## config.mk

```make
export PLATFORM = sky130hd
export DESIGN_NAME = mbt_cell
export DESIGN_NICKNAME = d
export VERILOG_FILES = /design/src/hdl/mbt_pkg.sv /design/src/hdl/mbt_cell.sv
export SDC_FILE = /design/constraint.sdc
export NUM_CORES = 1
export LEC_CHECK = 0
export ABC_AREA = 1
export BUFFER_PORTS_ARGS = -buffer_cell sky130_fd_sc_hd__buf_2
export CAP_MARGIN = 20
export CORE_AREA = 2 2 179 181
export DETAILED_ROUTE_END_ITERATION = 10
export DIE_AREA = 0 0 181 183
export PLACE_DENSITY_LB_ADDON = 0.25
export REMOVE_ABC_BUFFERS = 1
export SYNTH_ARGS = -nofsm -noshare
export SYNTH_HDL_FRONTEND = slang
export SYNTH_SLANG_ARGS = --single-unit
```

## constraint.sdc

```tcl
create_clock -name clk_i -period 2.1 [get_ports clk_i]
set_input_delay 0.21 -clock clk_i [delete_from_list [all_inputs] [get_ports clk_i]]
set_output_delay 0.21 -clock clk_i [all_outputs]
set_load 0.02 [all_outputs]
```

## src/hdl/mbt_pkg.sv

```systemverilog
// Shared types and constants of the meter binding table.
`timescale 1ns / 1ps
`default_nettype none
package mbt_pkg;

  // Default table capacity and widths that cover the whole capacity range.
  localparam int CAPACITY_DEF = 64;
  localparam int POS_W        = 10;
  localparam int CNT_W        = 11;

  typedef logic [2:0] action_t;
  localparam action_t ACT_ADD  = 3'd0;
  localparam action_t ACT_LKI  = 3'd1;
  localparam action_t ACT_SET  = 3'd2;
  localparam action_t ACT_LKID = 3'd3;
  localparam action_t ACT_CLR  = 3'd4;

  typedef logic [1:0] status_t;
  localparam status_t ST_OK   = 2'd0;
  localparam status_t ST_NONE = 2'd1;
  localparam status_t ST_DUP  = 2'd2;
  localparam status_t ST_FULL = 2'd3;

  typedef struct packed {
    logic [7:0]  dtype;
    logic [31:0] mid;
    logic [15:0] manuf;
    logic [7:0]  ver;
  } ident_t;

  typedef struct packed {
    ident_t      ident;
    logic [14:0] idx;
    logic        flag;
  } entry_t;

  // Search token that walks down the row of cells.
  typedef struct packed {
    logic             vld;
    action_t          act;
    ident_t           ident;
    logic [14:0]      idx;
    logic             enc;
    logic             id_found;
    logic             idx_found;
    logic [POS_W-1:0] idx_pos;
    entry_t           hit;
  } tok_t;

  // Write broadcast from the controller to the cells.
  typedef struct packed {
    logic             we;
    logic             setf;
    logic [POS_W-1:0] pos;
    entry_t           ent;
  } wr_t;

endpackage
`default_nettype wire

```

## src/hdl/mbt_cell.sv

```systemverilog
// One table entry with its stage of the search token chain.
`timescale 1ns / 1ps
`default_nettype none
module mbt_cell import mbt_pkg::*; #(
  parameter int P = 0
) (
  input  wire logic             clk_i,
  input  wire logic             rst_ni,
  input  wire logic [CNT_W-1:0] count_i,
  input  wire tok_t             tok_i,
  input  wire wr_t              wr_i,
  output tok_t                  tok_o
);

  entry_t ent_q;
  tok_t   tok_d, pay_q;
  logic   vld_q;
  logic   en, m_id, m_ix;

  // The entry takes part only while it lies below the fill count.
  assign en   = CNT_W'(P) < count_i;
  assign m_id = en && (ent_q.ident == tok_i.ident);
  assign m_ix = en && (ent_q.idx == tok_i.idx);

  // Record the first identity and index match along the row.
  always_comb begin
    tok_d = tok_i;
    if (m_id && !tok_i.id_found) begin
      tok_d.id_found = 1'b1;
      if (tok_i.act == ACT_LKID) tok_d.hit = ent_q;
    end
    if (m_ix && !tok_i.idx_found) begin
      tok_d.idx_found = 1'b1;
      tok_d.idx_pos   = POS_W'(P);
      if (tok_i.act == ACT_LKI || tok_i.act == ACT_SET) tok_d.hit = ent_q;
    end
  end

  always_ff @(posedge clk_i or negedge rst_ni) begin
    if (!rst_ni) begin
      vld_q <= 1'b0;
    end else begin
      vld_q <= tok_i.vld;
    end
  end

  always_ff @(posedge clk_i) begin
    pay_q <= tok_d;
  end

  // Entry update from the controller's write broadcast.
  always_ff @(posedge clk_i) begin
    if (wr_i.we && wr_i.pos == POS_W'(P)) begin
      if (wr_i.setf) begin
        ent_q.flag <= 1'b1;
      end else begin
        ent_q <= wr_i.ent;
      end
    end
  end

  always_comb begin
    tok_o     = pay_q;
    tok_o.vld = vld_q;
  end

endmodule
`default_nettype wire

```

* Word level (Yosys, flattened, before mapping)
Cells that the tools add are included.
** Operators by class
- Order comparisons :: 1
- Equal/unequal tests :: 5
- Muxes and demuxes :: 4
- Bitwise logic cells :: 1
- Reduce and logical (&&, ||, !) cells :: 10
** Operator list (count)
- 80-bit 2-to-1 mux :: 4
- 64-bit == test :: 1
- 15-bit == test :: 1
- 1-bit by 11-bit less-than comparator with 1-bit output (first input constant) :: 1
- 10-bit logical NOT :: 1
- 3-bit by 2-bit == test with 1-bit output (second input constant) :: 2
- 1-bit logical AND :: 5
- 3-bit by 1-bit == test with 1-bit output (second input constant) :: 1
- 1-bit logical NOT :: 2
- 2-bit AND reduction :: 1
- 1-bit logical OR :: 1
- 1-bit inverter :: 1
** Word-level totals
- Register bits :: 256
- Bits of input ports :: 281
- Output and inout port bits :: 176
- Word-level logic and storage cells :: 44

* Depth between registers and ports, before layout
Gate-level depths: netlist of the first run.
- Word-level depth :: 6
- Gate-level depth with buffers :: 16
- Depth with buffers taken out :: 15

* Least setup slack after synthesis of the first run
Ideal clock, no wire load.
- Path type :: input to register
- Start point :: input wr_i[85] (netlist bit)
- End point :: register ent_q[10] (netlist bit), enable pin
- Setup time :: 0.711 ns
- Data arrival time :: 8.261 ns
- Required time :: 1.389 ns
- Slack :: -6.873 ns
- Cell stages on the path :: 2
- Buffers on the path :: 0
- Path through :: or4_1 nor4_1
** Between the ends
- Word-level cells in the longest chain between the ends :: 3
** Ends and longest elaborated chain
- start: declaration :: RTL line mbt_cell.sv:11 : input wire wr_t wr_i,
- 10-bit logical NOT :: RTL line mbt_cell.sv:53 : if (wr_i.we && wr_i.pos == POS_W'(P)) begin
- 1-bit logical AND :: RTL line mbt_cell.sv:53
- 2-bit AND reduction (no line)
- end signal: assignment :: RTL line mbt_cell.sv:57 : ent_q <= wr_i.ent;
- end: declaration :: RTL line mbt_cell.sv:15 : entry_t ent_q;
Every way passes these cells.
A chain may end at the register's enable or synchronous reset.

==> impl_metrics.tcl, run 1 <==
set metrics [dict create \
    status "complete, but fails checks" \
    violations "negative setup slack" \
    internal-power_mw 9.00 \
    worstReg2RegStart "ent_q[68]" \
    ys_ff_latch 256 \
    layout_common_cells "buf_2, nand2_1, dlygate4sd3_1, inv_1, dfxtp_1" \
    place_congestion 0.819 \
    cp-startpoint "ent_q[68]" \
    synth-edff-count 80 \
    drv_cap 0 \
    htreeDepth 1 \
    drt_iter0_drc 582 \
    port_buffers 456 \
    grt_max_degree 55 \
    finalHoldViolCount 0 \
    worstMarginPinSlew_ns 0.350 \
    clkTransAtPathRegs_ns 0.06 \
    crit_end "tok_o[22]" \
    yosysWarningCount 0 \
    die_h_um 183 \
    cts_tree "built" \
    preCtsSetupSlack_ns -0.187 \
    track_usage 0.231 \
    core_area_um2 31200 \
    clock_sinks 256 \
    avgSynthCellArea_um2 8.51 \
    r2r-end "tok_o[22]" \
    drc 0 \
    crit_fanout 6 \
    dieArea_um2 33100 \
    area_growth_pct 70.5 \
    post_drt_wl_per_cell_um 17.3 \
    worstSetupEndpointType "register" \
    fp.dieW_um 181 \
    pwr-share-seq 0.446 \
    finalSetupViolCount 29 \
    p_sw_mw 2.95 \
    worstPathArrival_ns 2.58 \
    io_pins 457 \
    p_sw_frac 0.247 \
    syn_area_um2 11000 \
    grt_antenna_before_repair 1 \
    dpl_cell_area_um2 14100 \
    p_leak_nw 9.24 \
    drtAntennaViolNets 0 \
    layout_commonest_cell "buf_2" \
    drt-total-wl_um 43000 \
    dpl.hpwl_um 26600 \
    syn_inst 1292 \
    final.fill_count 2601 \
    ir_drop_mv 0.662 \
    ff2ff_setup_slack_ns -0.04 \
    ff2ff_path_depth 13 \
    antenna_cells 0 \
    clock_skew_ns 0.0284 \
    setup_slack_ns -0.0439 \
    drive_gt1_frac 0.389 \
    total_power_mw 11.9 \
    maxSlewHeadroom 0.767 \
    via_per_inst 4.65 \
    cts_made_buffers 29 \
    drv_slew 0 \
    start_util 0.352 \
    pwr-share-clk 0.415 \
    cts_root_buffer "clkbuf_16" \
    min_period_ns 2.14 \
    dp.cells 2145 \
    synth_seq_area_share 0.539 \
    grt_pass1_vias 11549 \
    final_nets 2343 \
    combPwrFrac 0.139 \
    cellPowerDensity_nw_per_um2 637 \
    globalRoute.totalOverflow 0 \
    cts.path.max_buffers 3 \
    crit_type "register to register" \
    max_freq_ghz 0.466 \
    critPathLaunchType "register" \
    cp.required_ns 2.54 \
    final_cells 2487 \
    period_share 1.02 \
    first_pass_iters 7 \
    rsz0062_at_grt "true" \
    hold_class "primary input to register" \
    via_count 11554 \
    fin_area_um2 18800 \
    rows 65 \
    synth.distinct_cells 31 \
    ys.flop_type "dfxtp_1" \
    synth-async-reset-ratio 0.00391 \
    clkLatencyLatePin_ns 0.57 \
    grt_pass1_wl_um 60600 \
]
power groups by stage:
stage	Clock [mW]	Combinational, mW	Sequential (mW)
final	4.96	1.66	5.33
after floorplan	0	0.360	5.66
after CTS	5.04	1.58	5.32
after detailed placement	0	1.19	5.43
after global placement	0	1.17	5.43
after global routing	5.27	1.78	5.34
synthesized netlist by cell type, types with 2 or more instances:
library cell,n,area share
o21ai_1,5,0.0023
nor3_1,11,0.0050
edfxtp_1,80,0.22
nand3_1,172,0.078
o21ai_0,5,0.0023
o22ai_1,2,0.0011
buf_4,2,0.0014
or2_2,29,0.016
buf_2,43,0.020
nand4_1,15,0.0085
nor2_2,3,0.0017
inv_2,15,0.0051
mux2_2,80,0.082
clkbuf_1,3,0.0010
xor2_1,8,0.0064
nand2_1,372,0.13
nor3b_1,2,0.0014
or4_1,2,0.0014
buf_6,2,0.0020
nor2_1,53,0.018
xnor2_1,11,0.0088
inv_1,193,0.066
nand3b_1,2,0.0014
dfxtp_1,175,0.32
per-stage QoR:
| step | hold slack [ns] | TNS (ns) | utilization |
|---|---|---|---|
| floorplan | -0.0856 | -745.43 | - |
| detailed placement | -0.0122 | -12.00 | 0.451 |
| global placement | -0.0119 | -11.42 | 0.451 |
| global route | 0.0838 | -8.79 | 0.601 |
| finish | 0.0732 | -0.491 | 0.601 |
| CTS | 0.0467 | -0.0131 | 0.566 |
layout make-up:
| cell class | count | area (um2) | area share |
|---|---|---|---|
| repair buffers | 788 | 5980 | 0.319 |
| flip-flops and latches | 256 | 5930 | 0.316 |
| multi-input cells | 779 | 4630 | 0.247 |
| clock inverters | 11 | 61.3 | 0.00327 |
| inverters | 208 | 781 | 0.0416 |
| well taps | 402 | 503 | 0.0268 |
| clock buffers | 43 | 871 | 0.0464 |
worst min-delay path by stage:
| stage | start | end | slack, ns | cells after the start |
|---|---|---|---|---|
| floorplan | rst_ni | vld_q | -0.09 | 0 |
| global placement | rst_ni | vld_q | -0.01 | 1 |
| detailed placement | rst_ni | vld_q | -0.01 | 1 |
| CTS | wr_i[83] | ent_q[0] | 0.05 | 3 |
| global route | wr_i[83] | ent_q[0] | 0.08 | 3 |
| finish | wr_i[83] | ent_q[0] | 0.07 | 3 |
what timing repair did:
action                                  CTS  global route
hold buffers                            259             0
setup buffers                             2             6
pin swaps                                 4            61
resized for setup                         8           135
endpoints found under the hold margin   257             0
cloned                                    0            21
endpoints found under the setup margin   80            80
worst max-delay path: stages (launching register included):
cell and delay [ns]:
edfxtp_1 0.42, xor2_1 0.16, nor2_1 0.11, nand2_1 0.12, nor2_2 0.17, nand3_4 0.12, nor2_4 0.23, buf_12 0.16
nand2_8 0.09, clkbuf_16 0.19, nand2_2 0.05, nand3_1 0.07, nand2_1 0.08, inv_1 0.04
cell families (layout without fill, tap and decap cells):
| family | Yosys count | after routing | synth area share |
|---|---|---|---|
| AO/OA/AOI/OAI | 14 | 14 | 0.00682 |
| flip-flops | 256 | 256 | 0.539 |
| XOR/XNOR | 19 | 19 | 0.0151 |
| multiplexers | 80 | 80 | 0.0819 |
| AND/OR/NAND/NOR | 665 | 666 | 0.262 |
| buffers and inverters | 258 | 1050 | 0.0950 |
metal layers:
layer / wire length, um / up-vias / GRT usage
met4: 1420 / 0 / 0.0823
met5: 0 / - / 0
met3: 2670 / 101 / 0.0435
li1: - / 5628 / -
met1: 17000 / 5349 / 0.259
met2: 22000 / 476 / 0.436
registers in the layout, summed over array words and instances, names as in the netlist:
| signal | flops |
|---|---|
| tok_o | 175 |
| ent_q | 80 |
| vld_q | 1 |
(Power assumes the default switching activity.)
==> run 2: changes to the inputs <==
--- a/config.mk
+++ b/config.mk
@@ -6,11 +6,11 @@
 export NUM_CORES = 1
 export LEC_CHECK = 0
 export ABC_AREA = 1
-export BUFFER_PORTS_ARGS = -buffer_cell sky130_fd_sc_hd__buf_2
 export CAP_MARGIN = 20
-export CORE_AREA = 2 2 179 181
+export CORE_AREA = 2 2 176 178
 export DETAILED_ROUTE_END_ITERATION = 10
-export DIE_AREA = 0 0 181 183
+export DIE_AREA = 0 0 178 180
+export DONT_BUFFER_PORTS = 1
 export PLACE_DENSITY_LB_ADDON = 0.25
 export REMOVE_ABC_BUFFERS = 1
 export SYNTH_ARGS = -nofsm -noshare
==> impl_metrics.tcl, run 2 (synthesized netlist as in run 1, its figures left out) <==
set metrics [dict create \
    crit_fanout 5 \
    grt_antenna_before_repair 6 \
    drt_iter0_drc 474 \
    total_power_mw 11.5 \
    status "finished clean" \
    final.fill_count 2588 \
    cts.path.max_buffers 3 \
    critPathLaunchType "register" \
    clkTransAtPathRegs_ns 0.06 \
    final_cells 2024 \
    drt-total-wl_um 39300 \
    worstReg2RegStart "ent_q[29]" \
    dp.cells 1682 \
    ir_drop_mv 0.666 \
    core_area_um2 30200 \
    p_leak_nw 7.35 \
    worstSetupEndpointType "register" \
    drive_gt1_frac 0.190 \
    dieArea_um2 32000 \
    crit_type "register to register" \
    cts_made_buffers 28 \
    worstMarginPinSlew_ns 0.492 \
    grt_max_degree 48 \
    largest_reg_flops 175 \
    clock_sinks 256 \
    worstPathArrival_ns 2.59 \
    final_nets 1882 \
    min_period_ns 2.10 \
    grt_pass1_vias 10301 \
    fin_area_um2 16000 \
    htreeDepth 1 \
    io_pins 457 \
    cts_root_buffer "clkbuf_16" \
    post-route-util 0.531 \
    die_h_um 180 \
    drtAntennaViolNets 0 \
    layout_common_cells "nand2_1, dlygate4sd3_1, inv_1, dfxtp_1, nand3_1" \
    start_util 0.364 \
    rows 64 \
    cp.required_ns 2.59 \
    max_freq_ghz 0.477 \
    area_growth_pct 45.8 \
    hold_class "primary input to register" \
    cellPowerDensity_nw_per_um2 718 \
    crit_slowest_cell "edfxtp_1" \
    first_pass_iters 5 \
    dpl.hpwl_um 24800 \
    hold_depth 5 \
    via_count 9849 \
    critPathBufInv 4 \
    fp.dieW_um 178 \
    holdWs_ns 0.0172 \
    rsz0062_at_grt "true" \
    period_share 0.998 \
    finalHoldViolCount 0 \
    cts_tree "built" \
    clock_skew_ns 0.00969 \
    finalSetupViolCount 0 \
    clkLatencyLatePin_ns 0.55 \
    layout_commonest_cell "nand2_1" \
    ff2ff_setup_slack_ns 0.005 \
    path_delay_family "simple AND/OR/NAND/NOR gates" \
    drv_cap 0 \
    drc 0 \
    min_from "tok_i[42]" \
    drv_slew 0 \
    r2r-end "tok_o[46]" \
    post_drt_wl_per_cell_um 19.4 \
    track_usage 0.229 \
    grt_pass1_wl_um 56700 \
    maxSlewHeadroom 0.669 \
    worst_path_largest_cell_delay_ns 0.42 \
    via_per_inst 4.87 \
    crit_chain "nand2_1 > nand4_1 > nor3_1 > nand3_2 > nor2_4 > buf_6 > buf_12 > clkbuf_16 > nand3_4 > nand3_2 > nand2_1 > inv_1" \
    port_buffers 0 \
    whs_endpoint "tok_o[42]" \
    dpl_cell_area_um2 11700 \
    place_congestion 0.829 \
    ff2ff_path_depth 12 \
    globalRoute.totalOverflow 0 \
]
==> run 2: per-stage QoR <==
stage | setup TNS [ns] | setup slack, ns
after floorplan | -745.43 | -6.87
after global placement | -5.17 | -0.119
after detailed placement | -5.14 | -0.105
after CTS | -0.266 | -0.0319
after global routing | -5.76 | -0.124
final | 0 | 0.00465
==> run 2: how the worst max path moves through the flow <==
stage / start / to / slack, ns / cells after the start
floorplan: wr_i[85] / ent_q[10] / -6.87 / 2
global placement: ent_q[69] / tok_o[37] / -0.12 / 16
finish: ent_q[29] / tok_o[46] / 0.005 / 12
detailed placement: ent_q[69] / tok_o[37] / -0.11 / 16
global route: ent_q[69] / tok_o[46] / -0.12 / 15
CTS: ent_q[69] / tok_o[46] / -0.03 / 17
==> run 2: tightest hold or removal path: stages <==
cell	delay, ns
mux2_2	0.13
nand3_2	0.07
nand3_2	0.05
nand2_1	0.04
inv_1	0.04
==> run 2: power breakdown <==
| part | switching, mW | internal [mW] | total [mW] |
|---|---|---|---|
| clock | 2.05 | 2.99 | 5.04 |
| sequential | 0.314 | 5.28 | 5.59 |
| combinational | 0.324 | 0.555 | 0.879 |
==> run 2: final cells by class <==
class	instances	area, um2	area share
Multi-Input combinational cell	778	4370	0.273
Tap cell	396	495	0.0309
Clock inverter	13	125	0.00780
Timing Repair Buffer	329	3500	0.218
Antenna cell	5	12.5	0.000780
Clock buffer	39	825	0.0514
Inverter	208	781	0.0487
Sequential cell	256	5930	0.370
==> run 2: metal layers <==
metal / track usage / wire, um
met3: 0.0626 / 3700
met1: 0.253 / 14600
met4: 0.0859 / 1330
met2: 0.413 / 19700
met5: 0 / 13
==> run 2: repair_timing <==
item                                   CTS  global route
gates cloned                             2             6
hold buffers                           262             0
resized for setup                       25            73
setup endpoints to repair               80            80
buffers inserted                         8             8
endpoints found under the hold margin  258             0
pin swaps                               25            35
==> run 3: changes to the inputs <==
--- a/config.mk
+++ b/config.mk
@@ -5,11 +5,10 @@
 export SDC_FILE = /design/constraint.sdc
 export NUM_CORES = 1
 export LEC_CHECK = 0
-export ABC_AREA = 1
 export CAP_MARGIN = 20
-export CORE_AREA = 2 2 176 178
+export CORE_AREA = 2 2 179 181
 export DETAILED_ROUTE_END_ITERATION = 10
-export DIE_AREA = 0 0 178 180
+export DIE_AREA = 0 0 181 183
 export DONT_BUFFER_PORTS = 1
 export PLACE_DENSITY_LB_ADDON = 0.25
 export REMOVE_ABC_BUFFERS = 1
==> impl_metrics.tcl, run 3 <==
set metrics [dict create \
    cts.path.max_buffers 3 \
    synthTopCellsByArea "dfxtp_1, edfxtp_1, mux2_1" \
    port_buffers 0 \
    synth-async-reset-ratio 0.00391 \
    die_h_um 183 \
    syn_inst 505 \
    start_util 0.257 \
    ys_top_cells_by_count "dfxtp_1, edfxtp_1, mux2_1" \
    fp.dieW_um 181 \
    haltStage "clock tree synthesis" \
    status "aborted with a tool error" \
    netlist.area_leader.share 0.437 \
    clock_sinks 256 \
    place_congestion 0.791 \
    rows 65 \
    dpl.hpwl_um 18200 \
    yosysWarningCount 0 \
    avgSynthCellArea_um2 15.9 \
    synth.distinct_cells 33 \
    tool.error "[ERROR RSZ-0060] Max buffer count reached." \
    yosys.area.top_type "dfxtp_1" \
    synth.most_common_cell "dfxtp_1" \
    synth-edff-count 80 \
    ys.flop_type "dfxtp_1" \
    dp.cells 951 \
    io_pins 457 \
    ys_ff_latch 256 \
    cts_root_buffer "clkbuf_16" \
    cts_hold_buf 201 \
    cts-resized-gates 12 \
    cts_made_buffers 27 \
    post_cts_buffers 0 \
    htreeDepth 1 \
    synth_seq_area_share 0.739 \
    syn_area_um2 8020 \
]
run 3: cell count changes after synthesis, moves of 36 or more:
cell     before  now
mux2_1        0   80
nand3_1     172    2
inv_1       193   14
nor2_1       53    3
xor2_1        8   44
mux2_2       80    0
nand2_1     372    3
run 3: metrics by stage:
stage | area (um2) | worst slack (ns) | setup TNS, ns | hold slack [ns]
3_5_place_dp | 8950 | -0.758 | -58.49 | -0.0855
3_3_place_gp | 8950 | -0.771 | -58.53 | -0.0855
2_1_floorplan | 7970 | -3.82 | -525.49 | -0.0856
run 3: cells by family after synthesis:
group,share of synthesized area
AND/OR/NAND/NOR,0.0509
flip-flops,0.739
AO/OA/AOI/OAI,0.0178
buffers and inverters,0.0129
multiplexers,0.112
XOR/XNOR,0.0666
==> run 4: changes to the inputs <==
--- a/config.mk
+++ b/config.mk
@@ -6,11 +6,11 @@
 export NUM_CORES = 1
 export LEC_CHECK = 0
 export CAP_MARGIN = 20
-export CORE_AREA = 2 2 179 181
+export CORE_AREA = 2 2 177 179
 export DETAILED_ROUTE_END_ITERATION = 10
-export DIE_AREA = 0 0 181 183
+export DIE_AREA = 0 0 179 181
 export DONT_BUFFER_PORTS = 1
-export PLACE_DENSITY_LB_ADDON = 0.25
+export PLACE_DENSITY_LB_ADDON = 0.15
 export REMOVE_ABC_BUFFERS = 1
 export SYNTH_ARGS = -nofsm -noshare
 export SYNTH_HDL_FRONTEND = slang
==> impl_metrics.tcl, run 4 <==
set metrics [dict create \
    ys_top_cells_by_count "dfxtp_1, edfxtp_1, mux2_1" \
    synth.most_common_cell "dfxtp_1" \
    port_buffers 0 \
    fp.dieW_um 179 \
    syn_area_um2 8020 \
    status "aborted with a tool error" \
    ys_ff_latch 256 \
    synth_seq_area_share 0.739 \
    cts_root_buffer "clkbuf_16" \
    cts-resized-gates 8 \
    die_h_um 181 \
    preCtsSetupSlack_ns -0.703 \
    netlist.area_leader.share 0.437 \
    cts_hold_buf 197 \
    rows 64 \
    clock_sinks 256 \
    synth.distinct_cells 33 \
    place_congestion 0.745 \
    start_util 0.264 \
    tool.error "[ERROR RSZ-0060] Max buffer count reached." \
    synth-async-reset-ratio 0.00391 \
    htreeDepth 1 \
    synth-edff-count 80 \
    post_cts_buffers 0 \
    io_pins 457 \
    cts.path.max_buffers 3 \
    ys.flop_type "dfxtp_1" \
    dpl.hpwl_um 17800 \
    synthTopCellsByArea "dfxtp_1, edfxtp_1, mux2_1" \
    yosysWarningCount 0 \
    cts_made_buffers 27 \
    dp.cells 933 \
    haltStage "clock tree synthesis" \
    avgSynthCellArea_um2 15.9 \
    syn_inst 505 \
    yosys.area.top_type "dfxtp_1" \
]
==> run 4: cell counts after synthesis <==
No cell type changed its count.
==> run 4: metrics by stage <==
stage | area, um2 | setup TNS, ns
after floorplan | 7970 | -525.49
after global placement | 8850 | -57.47
after detailed placement | 8850 | -54.02
==> run 4: kinds of logic after synthesis <==
group           Yosys count  synth area share
compound gates           17            0.0178
mux                      80             0.112
flops                   256             0.739
xor+xnor                 61            0.0666
simple gates             67            0.0509
buf+inv                  24            0.0129
